File: src/rtl/sorted_list_engine_defines.svh
// Assertion macros for the sorted list engine.
`ifndef SORTED_LIST_ENGINE_DEFINES_SVH
`define SORTED_LIST_ENGINE_DEFINES_SVH

`ifndef SYNTHESIS

`define SLE_ASSERT_IMPL(lbl, clk, rst, ante, cons) \
   lbl: assert property (@(posedge clk) disable iff (rst) (ante) |-> (cons)) \
      else $error("sorted list engine: same-cycle check failed");

`define SLE_ASSERT_NEXT(lbl, clk, rst, ante, cons) \
   lbl: assert property (@(posedge clk) disable iff (rst) (ante) |=> (cons)) \
      else $error("sorted list engine: next-cycle check failed");

`else

`define SLE_ASSERT_IMPL(lbl, clk, rst, ante, cons)

`define SLE_ASSERT_NEXT(lbl, clk, rst, ante, cons)

`endif

`endif

File: src/rtl/sle_pkg.sv
// Shared types and constants for the sorted list engine.
`timescale 1ns / 1ps
`default_nettype none

package sle_pkg;

   localparam int DEPTH_DEFAULT = 16;
   localparam int VAL_W         = 32;
   localparam int REQ_W         = 2;
   localparam int STATUS_W      = 2;
   localparam int OUT_IDX_W     = 5;

   localparam logic [REQ_W-1:0] REQ_FIND   = 2'd0;
   localparam logic [REQ_W-1:0] REQ_INSERT = 2'd1;
   localparam logic [REQ_W-1:0] REQ_DELETE = 2'd2;

   localparam logic [STATUS_W-1:0] STATUS_OK   = 2'd0;
   localparam logic [STATUS_W-1:0] STATUS_FULL = 2'd1;
   localparam logic [STATUS_W-1:0] STATUS_MISS = 2'd2;

   typedef struct packed {
      logic                    start;
      logic                    advance;
      logic                    ins;
      logic                    del;
      logic                    descending;
      logic signed [VAL_W-1:0] value;
   } cell_ctl_type;

endpackage

`default_nettype wire

File: src/rtl/sorted_list_engine.sv
// Top level of the sorted list engine: request sequencer, count and result register.
//
//   channel   dir   handshake               payload
//   req       in    req_tvalid/req_tready   tdata: value; tuser: req_type
//   rsp       out   rsp_tvalid/rsp_tready   tdata: found, position, status, count_after
//   csr       in    csr_we                  csr_wdata: descending
//
// A request scans, then a delete that hit removes the run of equal entries; in the scan
// a token walks the cell row one cell a cycle to the insertion index.
// Synchronous active-high reset empties the list (valid bits cleared).
// A result waits in the output register; the next request is taken meanwhile and
// only its finish stalls until the output register is free.
`timescale 1ns / 1ps
`default_nettype none
`include "sorted_list_engine_defines.svh"

module sorted_list_engine #(
   parameter int DEPTH = sle_pkg::DEPTH_DEFAULT
) (
   input  wire                            clock,
   input  wire                            reset,
   input  wire                            req_tvalid,
   output logic                           req_tready,
   input  wire  [sle_pkg::VAL_W-1:0]      req_tdata,   // [31:0] value
   input  wire  [sle_pkg::REQ_W-1:0]      req_tuser,   // [1:0] req_type
   output logic                           rsp_tvalid,
   input  wire                            rsp_tready,
   output logic [15:0]                    rsp_tdata,   // [0] found, [5:1] position,
                                                       // [7:6] status, [12:8] count_after
   input  wire                            csr_we,
   input  wire                            csr_wdata    // descending
);
   import sle_pkg::*;

   localparam int CW = $clog2(DEPTH + 1);
   localparam logic [CW-1:0] DEPTH_C = CW'(DEPTH);

   typedef enum logic [3:0] {
      ST_IDLE = 4'b0001,
      ST_SCAN = 4'b0010,
      ST_DEL  = 4'b0100,
      ST_DONE = 4'b1000
   } state_type;

   state_type               state_ff, state_in;
   logic [REQ_W-1:0]        type_ff, type_in;
   logic signed [VAL_W-1:0] value_ff, value_in;
   logic [CW-1:0]           pos_ff, pos_in;
   logic [CW-1:0]           count_ff, count_in;
   logic                    found_ff, found_in;
   logic [STATUS_W-1:0]     status_ff, status_in;
   logic                    desc_ff;
   logic                    rsp_valid_ff, rsp_valid_in;
   logic [15:0]             rsp_data_ff, rsp_data_in;

   cell_ctl_type            ctl;
   logic                    any_stop;
   logic                    any_eq;
   logic                    full;
   logic                    scan_stop;
   logic                    req_acc;
   logic                    rsp_free;
   logic [CW+4:0]           pos_ext;
   logic [CW+4:0]           cnt_ext;

   sle_array #(.DEPTH(DEPTH)) u_array (
      .clock    (clock),
      .reset    (reset),
      .ctl      (ctl),
      .any_stop (any_stop),
      .any_eq   (any_eq),
      .full     (full)
   );

   assign req_tready = (state_ff == ST_IDLE);
   assign req_acc    = req_tvalid & req_tready;
   assign rsp_free   = ~rsp_valid_ff | rsp_tready;
   assign scan_stop  = any_stop | (pos_ff == DEPTH_C);
   assign pos_ext    = {5'd0, pos_ff};
   assign cnt_ext    = {5'd0, count_ff};
   assign rsp_tvalid = rsp_valid_ff;
   assign rsp_tdata  = rsp_data_ff;

   always_comb begin
      state_in       = state_ff;
      type_in        = type_ff;
      value_in       = value_ff;
      pos_in         = pos_ff;
      count_in       = count_ff;
      found_in       = found_ff;
      status_in      = status_ff;
      rsp_valid_in   = rsp_valid_ff & ~rsp_tready;
      rsp_data_in    = rsp_data_ff;
      ctl.start      = 1'b0;
      ctl.advance    = 1'b0;
      ctl.ins        = 1'b0;
      ctl.del        = 1'b0;
      ctl.descending = desc_ff;
      ctl.value      = value_ff;

      case (state_ff)
         ST_IDLE: begin
            if (req_acc) begin
               type_in   = req_tuser;
               value_in  = req_tdata;
               pos_in    = '0;
               status_in = STATUS_OK;
               ctl.start = 1'b1;
               state_in  = ST_SCAN;
            end
         end
         ST_SCAN: begin
            if (!scan_stop) begin
               ctl.advance = 1'b1;
               pos_in      = pos_ff + 1'b1;
            end else begin
               found_in = any_eq;
               state_in = ST_DONE;
               case (type_ff)
                  REQ_INSERT: begin
                     if (full) begin
                        status_in = STATUS_FULL;
                     end else begin
                        ctl.ins  = 1'b1;
                        count_in = count_ff + 1'b1;
                     end
                  end
                  REQ_DELETE: begin
                     if (!any_eq) begin
                        status_in = STATUS_MISS;
                     end else begin
                        state_in = ST_DEL;
                     end
                  end
                  default: begin
                  end
               endcase
            end
         end
         ST_DEL: begin
            if (any_eq) begin
               ctl.del  = 1'b1;
               count_in = count_ff - 1'b1;
            end else begin
               state_in = ST_DONE;
            end
         end
         ST_DONE: begin
            if (rsp_free) begin
               rsp_valid_in = 1'b1;
               rsp_data_in  = {3'd0, cnt_ext[4:0], status_ff, pos_ext[4:0], found_ff};
               state_in     = ST_IDLE;
            end
         end
         default: begin
            state_in = ST_IDLE;
         end
      endcase
   end

   always_ff @(posedge clock) begin
      if (reset) begin
         state_ff     <= ST_IDLE;
         count_ff     <= '0;
         desc_ff      <= 1'b0;
         rsp_valid_ff <= 1'b0;
      end else begin
         state_ff     <= state_in;
         count_ff     <= count_in;
         rsp_valid_ff <= rsp_valid_in;
         if (csr_we) begin
            desc_ff <= csr_wdata;
         end
      end
   end

   always_ff @(posedge clock) begin
      type_ff     <= type_in;
      value_ff    <= value_in;
      pos_ff      <= pos_in;
      found_ff    <= found_in;
      status_ff   <= status_in;
      rsp_data_ff <= rsp_data_in;
   end

   `SLE_ASSERT_IMPL(a_count_range, clock, reset, 1'b1, count_ff <= DEPTH_C)
   `SLE_ASSERT_IMPL(a_full_matches_count, clock, reset, 1'b1, full == (count_ff == DEPTH_C))
   `SLE_ASSERT_NEXT(a_insert_grows, clock, reset, ctl.ins, count_ff == $past(count_ff) + 1'b1)
   `SLE_ASSERT_NEXT(a_done_loads_rsp, clock, reset, (state_ff == ST_DONE) && rsp_free,
                    rsp_tvalid && (state_ff == ST_IDLE))

endmodule

`default_nettype wire

File: src/rtl/sle_cell.sv
// One list cell: entry, valid bit and scan token, shifting with its neighbors.
`timescale 1ns / 1ps
`default_nettype none

module sle_cell (
   input  wire                               clock,
   input  wire                               reset,
   input  wire sle_pkg::cell_ctl_type        ctl,
   input  wire                               tok_seed,
   input  wire                               left_tok,
   input  wire signed [sle_pkg::VAL_W-1:0]   left_entry,
   input  wire                               left_valid,
   input  wire signed [sle_pkg::VAL_W-1:0]   right_entry,
   input  wire                               right_valid,
   output logic signed [sle_pkg::VAL_W-1:0]  entry,
   output logic                              valid,
   output logic                              tok,
   output logic                              stop,
   output logic                              eq_hit
);
   import sle_pkg::*;

   logic signed [VAL_W-1:0] entry_ff, entry_in;
   logic                    valid_ff, valid_in;
   logic                    tok_ff, tok_in;
   logic                    passed_ff, passed_in;
   logic                    precedes;
   logic                    eq;

   assign precedes = ctl.descending ? (entry_ff > ctl.value) : (entry_ff < ctl.value);
   assign eq       = (entry_ff == ctl.value);

   assign stop   = tok_ff & (~valid_ff | ~precedes);
   assign eq_hit = tok_ff & valid_ff & eq;
   assign entry  = entry_ff;
   assign valid  = valid_ff;
   assign tok    = tok_ff;

   always_comb begin
      tok_in    = tok_ff;
      passed_in = passed_ff;
      entry_in  = entry_ff;
      valid_in  = valid_ff;
      if (ctl.start) begin
         tok_in    = tok_seed;
         passed_in = 1'b0;
      end else if (ctl.advance) begin
         tok_in    = left_tok;
         passed_in = passed_ff | tok_ff;
      end
      if (ctl.ins) begin
         if (tok_ff) begin
            entry_in = ctl.value;
            valid_in = 1'b1;
         end else if (!passed_ff) begin
            entry_in = left_entry;
            valid_in = left_valid;
         end
      end else if (ctl.del && !passed_ff) begin
         entry_in = right_entry;
         valid_in = right_valid;
      end
   end

   always_ff @(posedge clock) begin
      if (reset) begin
         valid_ff  <= 1'b0;
         tok_ff    <= 1'b0;
         passed_ff <= 1'b0;
      end else begin
         valid_ff  <= valid_in;
         tok_ff    <= tok_in;
         passed_ff <= passed_in;
      end
   end

   always_ff @(posedge clock) begin
      entry_ff <= entry_in;
   end

endmodule

`default_nettype wire

File: src/rtl/sle_array.sv
// Row of list cells with neighbor links and the scan result reduction.
`timescale 1ns / 1ps
`default_nettype none

module sle_array #(
   parameter int DEPTH = sle_pkg::DEPTH_DEFAULT
) (
   input  wire                        clock,
   input  wire                        reset,
   input  wire sle_pkg::cell_ctl_type ctl,
   output logic                       any_stop,
   output logic                       any_eq,
   output logic                       full
);
   import sle_pkg::*;

   logic signed [VAL_W-1:0] ent   [DEPTH];
   logic                    vld   [DEPTH];
   logic                    tokv  [DEPTH];
   logic [DEPTH-1:0]        stop_vec;
   logic [DEPTH-1:0]        eq_vec;

   genvar i;
   generate
      for (i = 0; i < DEPTH; i++) begin : g_cell
         logic                    l_tok;
         logic signed [VAL_W-1:0] l_entry;
         logic                    l_valid;
         logic signed [VAL_W-1:0] r_entry;
         logic                    r_valid;

         if (i == 0) begin : g_left_edge
            assign l_tok   = 1'b0;
            assign l_entry = '0;
            assign l_valid = 1'b0;
         end else begin : g_left
            assign l_tok   = tokv[i-1];
            assign l_entry = ent[i-1];
            assign l_valid = vld[i-1];
         end

         if (i == DEPTH - 1) begin : g_right_edge
            assign r_entry = '0;
            assign r_valid = 1'b0;
         end else begin : g_right
            assign r_entry = ent[i+1];
            assign r_valid = vld[i+1];
         end

         sle_cell u_cell (
            .clock       (clock),
            .reset       (reset),
            .ctl         (ctl),
            .tok_seed    (i == 0),
            .left_tok    (l_tok),
            .left_entry  (l_entry),
            .left_valid  (l_valid),
            .right_entry (r_entry),
            .right_valid (r_valid),
            .entry       (ent[i]),
            .valid       (vld[i]),
            .tok         (tokv[i]),
            .stop        (stop_vec[i]),
            .eq_hit      (eq_vec[i])
         );
      end
   endgenerate

   assign any_stop = |stop_vec;
   assign any_eq   = |eq_vec;
   assign full     = vld[DEPTH-1];

endmodule

`default_nettype wire

File: config.mk
export PLATFORM = sky130hd
export DESIGN_NAME = sorted_list_engine
export DESIGN_NICKNAME = d
export VERILOG_FILES = /design/src/rtl/sle_pkg.sv /design/src/rtl/sorted_list_engine.sv /design/src/rtl/sle_cell.sv /design/src/rtl/sle_array.sv
export VERILOG_INCLUDE_DIRS = /design/src /design/src/rtl
export SDC_FILE = /design/constraint.sdc
export NUM_CORES = 2
export LEC_CHECK = 0
export ABC_CLOCK_PERIOD_IN_PS = 6600
export CELL_PAD_IN_SITES_DETAIL_PLACEMENT = 1
export CELL_PAD_IN_SITES_GLOBAL_PLACEMENT = 2
export CORE_ASPECT_RATIO = 0.6
export CORE_MARGIN = 8
export CORE_UTILIZATION = 40
export CTS_BUF_LIST = sky130_fd_sc_hd__clkbuf_4 sky130_fd_sc_hd__clkbuf_8
export DETAILED_ROUTE_END_ITERATION = 10
export DONT_BUFFER_PORTS = 1
export GPL_ROUTABILITY_DRIVEN = 0
export PLACE_DENSITY_LB_ADDON = 0.1
export SETUP_SLACK_MARGIN = 0.15
export SKIP_CTS_REPAIR_TIMING = 1
export SLEW_MARGIN = 20
export SYNTH_ARGS = -nofsm -noshare
export SYNTH_HDL_FRONTEND = slang
export SYNTH_SLANG_ARGS = --single-unit
export TNS_END_PERCENT = 1
File: constraint.sdc
create_clock -name clock -period 6.6 [get_ports clock]
set_input_delay 0.99 -clock clock [delete_from_list [all_inputs] [get_ports clock]]
set_output_delay 0.99 -clock clock [all_outputs]
set_load 0.01 [all_outputs]
# Word-level counts from Yosys, hierarchy flattened
# Cells that the tools add are included.
# totals
ff_bits,626
latch_bits,0
ramBits,0
romBits,0
out_inout_bits,18
elab_cells,532
n_memories,0
# op_classes
n_addsub,3
multipliers,0
div_mod_pow,0
order_cmp,32
eq_ne,50
shift,0
n_mux,178
bitwise,118
n_reduce_logical,77
# op_table
operator,count
two-way mux 32 bit,64
equality test 32 bit,16
> comparator 32 bit,16
< comparator 32 bit,16
two-way mux 1 bit,92
"inequality test 3 bit, second input constant",17
bitwise AND 1 bit,50
AND reduction 2 bit,19
nonzero test 2 bit,19
inverter 1 bit,34
bitwise OR 1 bit,34
OR reduction 16 bit,2
two-way mux 5 bit,6
two-way mux 4 bit,6
one-hot mux 5 bit (2 select lines),2
logical AND 1 bit,16
logical NOT 1 bit,16
one-hot mux 4 bit (4 select lines),1
"inequality test 2 bit, second input constant",6
"adder 5 x 1 -> 5 bit, second input constant",2
two-way mux 2 bit,5
one-hot mux 2 bit (2 select lines),2
AND reduction 6 bit,1
"equality test 5 bit, second input constant",1
other kinds (14),15

# Depth between registers and ports, before layout
# logic_depth
depth_word,11
mapped_depth,18
mapped_depth_nobuf,14

# Cells and area by module
# A second synthesis with hierarchy kept.
# hier_totals
hier_cells,4592
area_unflattened_um2,44033.5
# by_module_without_submodules
module,instances,cells_per_inst,area_per_inst_um2,seq_area_each_um2
sle_cell,16,276,2591.2,1021.0
sorted_list_engine,1,164,2503.7,1871.8
sle_array,1,12,70.1,0.0

# Least setup slack after synthesis
# OpenSTA, ideal clock, no wires.
# synth_path
path_type,register to register
startpoint,register value_ff[31]
endpoint,register u_array.g_cell[13].u_cell.entry_ff[0] (enable)
arrival_time_ps,5782
required_ps,6134
path_slack_ps,353
path_stages_with_launch,16
n_path_buf,2
synth_period_minus_slack_ps,6247
cell_sequence,edfxtp_1 clkbuf_1 clkbuf_1 inv_1 ha_1 nand4_1 nor4_1 a221oi_1 o21ai_2 a31oi_4 mux2i_1 or4_1 nor3_2 a41oi_1 nor2_1 o21ai_0
# synth_between
elab_chain_len,11
elab_cells_between_ends,139
cone_classes,order compare (32); eq/ne (17); mux (20); bitwise (65); reduce/logical (5)
# synth_rtl
element,line_no,text
start: declaration,sorted_list_engine.sv:47,"logic signed [VAL_W-1:0] value_ff, value_in;"
start signal: assignment,sorted_list_engine.sv:179,value_ff <= value_in;
< comparator 32 bit / > comparator 32 bit (equally long branches),sle_cell.sv:30,assign precedes = ctl.descending ? (entry_ff > ctl.value) : (entry_ff < ctl.value);
two-way mux 1 bit,sle_cell.sv:30,
inverter 1 bit,sle_cell.sv:33,assign stop = tok_ff & (~valid_ff | ~precedes);
bitwise OR 1 bit,sle_cell.sv:33,
bitwise AND 1 bit,sle_cell.sv:33,
OR reduction 16 bit,sle_array.sv:69,assign any_stop = |stop_vec;
bitwise OR 1 bit,sorted_list_engine.sv:78,assign scan_stop = any_stop | (pos_ff == DEPTH_C);
two-way mux 1 bit,sorted_list_engine.sv:113,if (!scan_stop) begin
two-way mux 2 bit,sorted_list_engine.sv:101,case (state_ff)
inequality test 3 bit (no source line) / nonzero test 2 bit (equally long branches),--,
AND reduction 2 bit (no source line) (*),--,
end signal: assignment,sle_cell.sv:78,entry_ff <= entry_in;
end: declaration,sle_cell.sv:23,"logic signed [VAL_W-1:0] entry_ff, entry_in;"
# Every way passes the cells marked *; elsewhere a longest branch is shown, timed or not.
# A chain may end at the register's enable or synchronous reset.

# Worst setup path after layout
# layout_path
startpoint,register value_ff[31]
endpoint,register u_array.g_cell[5].u_cell.entry_ff[21] (enable)
# layout_between
elab_chain_len,11
elab_cells_between_ends,139
cone_classes,order compare (32); eq/ne (17); mux (20); bitwise (65); reduce/logical (5)
# layout_rtl
element,line_no
< comparator 32 bit / > comparator 32 bit (equally long branches),sle_cell.sv:30
two-way mux 1 bit,sle_cell.sv:30
inverter 1 bit,sle_cell.sv:33
bitwise OR 1 bit,sle_cell.sv:33
bitwise AND 1 bit,sle_cell.sv:33
OR reduction 16 bit,sle_array.sv:69
bitwise OR 1 bit,sorted_list_engine.sv:78
two-way mux 1 bit,sorted_list_engine.sv:113
two-way mux 2 bit,sorted_list_engine.sv:101
inequality test 3 bit (no source line) / nonzero test 2 bit (equally long branches),--
AND reduction 2 bit (no source line) (*),--
end signal: assignment,sle_cell.sv:78
end: declaration,sle_cell.sv:23
# Marks and branches as above.

==> results.txt <==
The run finished with clean final reports. The total overflow left after global routing is 0. The starting DRC count in detailed routing came out at 4451. Counting both buffers and inverters, the worst setup path holds a total of 5.

The count of unresolved DRC violations after routing is 0. Leaving out fill and tap cells, the most frequent cell in the layout is sky130_fd_sc_hd__a21oi_1. The master of the slowest instance on the critical path is sky130_fd_sc_hd__o21ai_0.

VDD sags by at most 161.7 uV. The largest clock skew in the final design came out at 0.05667 ns. The worst hold path cell count came out at 1. The met3 global-route usage is 0.1033. The die boundary height came out at 269.5 um.

The first global-routing pass estimated 265300 um of wire. The area growth from synthesis to layout is 11.49%. The count of cells along the worst register-to-register path came out at 14.

The post-route antenna net violation count is 0. The clock latency on the worst-skew pair is 0.85 ns. For hold timing, the worst endpoint is u_array.g_cell[2].u_cell.valid$_SDFFE_PP0P_. The worst setup path is launched from a register.

The via count normalized by instance count came out at 6.260. The maximum fanout along the worst path came out at 25. The quantity of I/O buffers inserted on ports came out at 0. The die outline area is 0.1182 mm2. The tree is rooted in a sky130_fd_sc_hd__clkbuf_8. The post-layout minimum cycle time came out at 6.174 ns. The HPWL after detailed placement came out at 139800 um.

The static leakage came out at 17.03 nW. The final setup TNS is 0 ns. Measured against its own limit, the worst slew margin works out to 0.1626. The yosys synthesis warning count is 0. The clock tree synthesis step divided the H-tree into 3 levels. The highest achievable clock rate is 0.1620 GHz. The count of max-cap constraint violations came out at 0. The final layout contains routed wiring with a total length of 187200 um. The number of global-route vias before repair was 35007. The busiest layer in global routing is met1. The total global routing track utilization is 0.3063. Synthesis handed over a netlist of 4235 instances. After synthesis the cells add up to 0.04284 mm2.

The worst endpoint required time came out at 7.10 ns. The pre-CTS setup slack came out at 0.8087 ns. The largest single stage delay on the critical path is 1.07 ns. The met2 usage in global routing is 0.3727. For this run, the leading register cell type out of synthesis is sky130_fd_sc_hd__edfxtp_1. The critical path in this run is classified as register to register. Counting the buffers created by CTS gives 109. In the layout the commonest cells are 683 x sky130_fd_sc_hd__a21oi_1, 575 x sky130_fd_sc_hd__nor2_1, 567 x sky130_fd_sc_hd__edfxtp_1, 523 x sky130_fd_sc_hd__mux2i_1, 517 x sky130_fd_sc_hd__ha_1. The worst register-to-register path ends at u_array.g_cell[5].u_cell.entry[21]$_DFFE_PP_. The total I/O pin count came out at 58.

The proportion of layout cells with a drive suffix above 1 is 0.1001. The worst hold-check slack is 0.2360 ns. The post-synthesis sequential area ratio is 0.4250. The number of placed instances, taps included came out at 5578. The initialized floorplan defines 93 standard-cell rows. The final route contains 36214 vias. In the final routed layout, each cell accounts on average for 32.36 um. The post-detailed-placement cell area came out at 0.04560 mm2.

TritonCTS built the clock tree. Clock-pin slew was measured on the worst setup and hold paths at 0.09 ns. Among cell families on the critical path, the largest total delay comes from compound AO/OA/AOI/OAI gates. The final number of max-transition violations came out at 0.

STA puts the critical path data arrival time at 6.68 ns. The number of nets in the layout is 4822. Setup repair after global routing left no endpoint under its margin.

The initial antenna violation count came out at 9. The fraction of post-synthesis cell area in the top cell type by area came out at 0.3975. The floorplan core area came out at 0.1067 mm2.

The worst setup path is captured at a register. For this run, the number of standard cells in the final layout without fillers is 5785. In this run, synthesis inferred 567 flip-flops with an integrated enable. The final number of setup-violating endpoints came out at 0.

Entering global routing, the biggest net connects 157 pins. The largest area contributor in the synthesized netlist is sky130_fd_sc_hd__edfxtp_1. The starting utilization of the core area is 0.4015. The final standard cell utilization of the core came out at 0.4476. Counting stages on the worst path, the most repeated cell is sky130_fd_sc_hd__buf_4.

The total power came out at 10.13 mW. The power density over the cells is 212.2 mW/mm2. The async set-reset flop share out of synthesis is 0. The clock net in this run drives a total of 626 sinks.

The startpoint of the worst-slack reg-to-reg timing path is value_ff[31]$_DFFE_PP_. The final cell area excluding filler cells is 0.04776 mm2. Traced cell by cell, the critical path runs through buf_4 > inv_1 > ha_1 > nand4_1 > o21ai_0 > or3_1 > a2111oi_0 > a311oi_2 > or4_4 > nor4_4 > buf_4 > buf_4 > o32ai_4 > buf_12. The actual slew at the worst max-slew pin came out at 1.243 ns. The worst setup slack for register-to-register paths came out at 0.43 ns. In the global route stage, met1 resource usage came out at 0.5041. After synthesis the netlist holds a flip-flop and latch count of 626. The post-synthesis average cell area is 10.12 um2. The number of buffers between clock root and the deepest sink came out at 3.

The share of the clock period used by the worst path after layout came out at 0.9355. The origin of the worst min-delay path is reset. Yosys attributes the largest share of cell area to sky130_fd_sc_hd__edfxtp_1 40%, sky130_fd_sc_hd__ha_1 15%, sky130_fd_sc_hd__mux2i_1 12%. The final critical-path setup slack came out at 0.4256 ns. The final count of hold timing violations came out at 0. The classification of the worst-slack hold path is primary input to register. The die is 438.5 um wide.

The number of distinct library cells after synthesis is 100. The length of the first detailed-routing pass in iterations came out at 5.
[per-layer routing]
| metal | vias to the layer above | part of all wire |
|---|---|---|
| met5 | - | 0.000069 |
| met4 | 2 | 0.019 |
| met3 | 210 | 0.12 |
| met2 | 1664 | 0.35 |
| met1 | 18320 | 0.51 |
| li1 | 16018 | - |
[state kept, by name (all words and copies together) (netlist names), 4 cells and up]
signal and flops:
u_array.g_cell.u_cell.entry 512, value_ff 32, u_array.g_cell.u_cell.passed_ff 16, u_array.g_cell.u_cell.tok 16
u_array.g_cell.u_cell.valid 16, rsp_tdata 13, count_ff 5, pos_ff 5
state_ff 4
[power breakdown]
part | internal, mW | switching [mW] | total, mW
clock network | 1.88 | 1.87 | 3.75
logic | 0.587 | 1.36 | 1.95
registers | 4.37 | 0.0667 | 4.43
total | 6.83 | 3.30 | 10.1
[layout make-up]
| class | instances | area, um2 |
|---|---|---|
| Fill cell | 11767 | 58950 |
| Multi-Input combinational cell | 3220 | 23270 |
| Sequential cell | 626 | 18230 |
| Clock buffer | 158 | 1937 |
| Timing Repair Buffer | 185 | 1864 |
| Tap cell | 1425 | 1783 |
| Inverter | 122 | 457.9 |
| Clock inverter | 43 | 198.9 |
| Antenna cell | 6 | 15.01 |
[worst max path at each step]
stage,startpoint,to,slack (ns),cells past startpoint
after floorplan,value_ff[31]$_DFFE_PP_,u_array.g_cell[13].u_cell.entry[0]$_DFFE_PP_,0.35,15
final,value_ff[31]$_DFFE_PP_,u_array.g_cell[5].u_cell.entry[21]$_DFFE_PP_,0.43,14
after global placement,value_ff[31]$_DFFE_PP_,u_array.g_cell[5].u_cell.entry[16]$_DFFE_PP_,0.57,16
after detailed placement,value_ff[31]$_DFFE_PP_,u_array.g_cell[5].u_cell.entry[17]$_DFFE_PP_,0.81,15
after CTS,value_ff[5]$_DFFE_PP_,u_array.g_cell[4].u_cell.entry[24]$_DFFE_PP_,0.79,15
after global routing,value_ff[5]$_DFFE_PP_,u_array.g_cell[4].u_cell.entry[27]$_DFFE_PP_,0.40,15
[logic make-up (layout without fill, tap and decap cells)]
kind of cell | after synthesis | in the layout | synth area share
buffers and inverters | 391 | 508 | 0.03636
adder cells (fa/ha/maj) | 518 | 518 | 0.1515
flip-flops | 626 | 626 | 0.4250
other | 1 | 9 | 0.00008754
multiplexers | 526 | 526 | 0.1230
XOR/XNOR | 8 | 8 | 0.001636
AO/OA/AOI/OAI | 1017 | 1017 | 0.1369
AND/OR/NAND/NOR | 1148 | 1148 | 0.1255
[synth_stat cells, types with 6 or more instances]
library cell	instances
sky130_fd_sc_hd__or2_2	12
sky130_fd_sc_hd__inv_1	121
sky130_fd_sc_hd__a2111oi_0	8
sky130_fd_sc_hd__a211oi_1	17
sky130_fd_sc_hd__and3_1	9
sky130_fd_sc_hd__a21o_1	56
sky130_fd_sc_hd__nor4_1	31
sky130_fd_sc_hd__a221oi_1	12
sky130_fd_sc_hd__o21ai_0	100
sky130_fd_sc_hd__dfxtp_1	59
sky130_fd_sc_hd__nor2b_1	26
sky130_fd_sc_hd__nor2_1	575
sky130_fd_sc_hd__o21ai_1	6
sky130_fd_sc_hd__nand2b_1	9
sky130_fd_sc_hd__ha_1	517
sky130_fd_sc_hd__buf_2	29
sky130_fd_sc_hd__and2_1	10
sky130_fd_sc_hd__o21a_1	9
sky130_fd_sc_hd__nand3_1	100
sky130_fd_sc_hd__clkbuf_1	210
sky130_fd_sc_hd__a21oi_1	685
sky130_fd_sc_hd__nand2_1	119
sky130_fd_sc_hd__nor3_1	73
sky130_fd_sc_hd__a221o_1	6
sky130_fd_sc_hd__or3_1	11
sky130_fd_sc_hd__mux2i_1	523
sky130_fd_sc_hd__a21boi_0	7
sky130_fd_sc_hd__o22ai_1	7
sky130_fd_sc_hd__and4_1	11
sky130_fd_sc_hd__o211ai_1	19
sky130_fd_sc_hd__buf_1	22
sky130_fd_sc_hd__edfxtp_1	567
sky130_fd_sc_hd__nand4_1	127
sky130_fd_sc_hd__a31oi_1	8
Power figures use the tool's default switching activity.
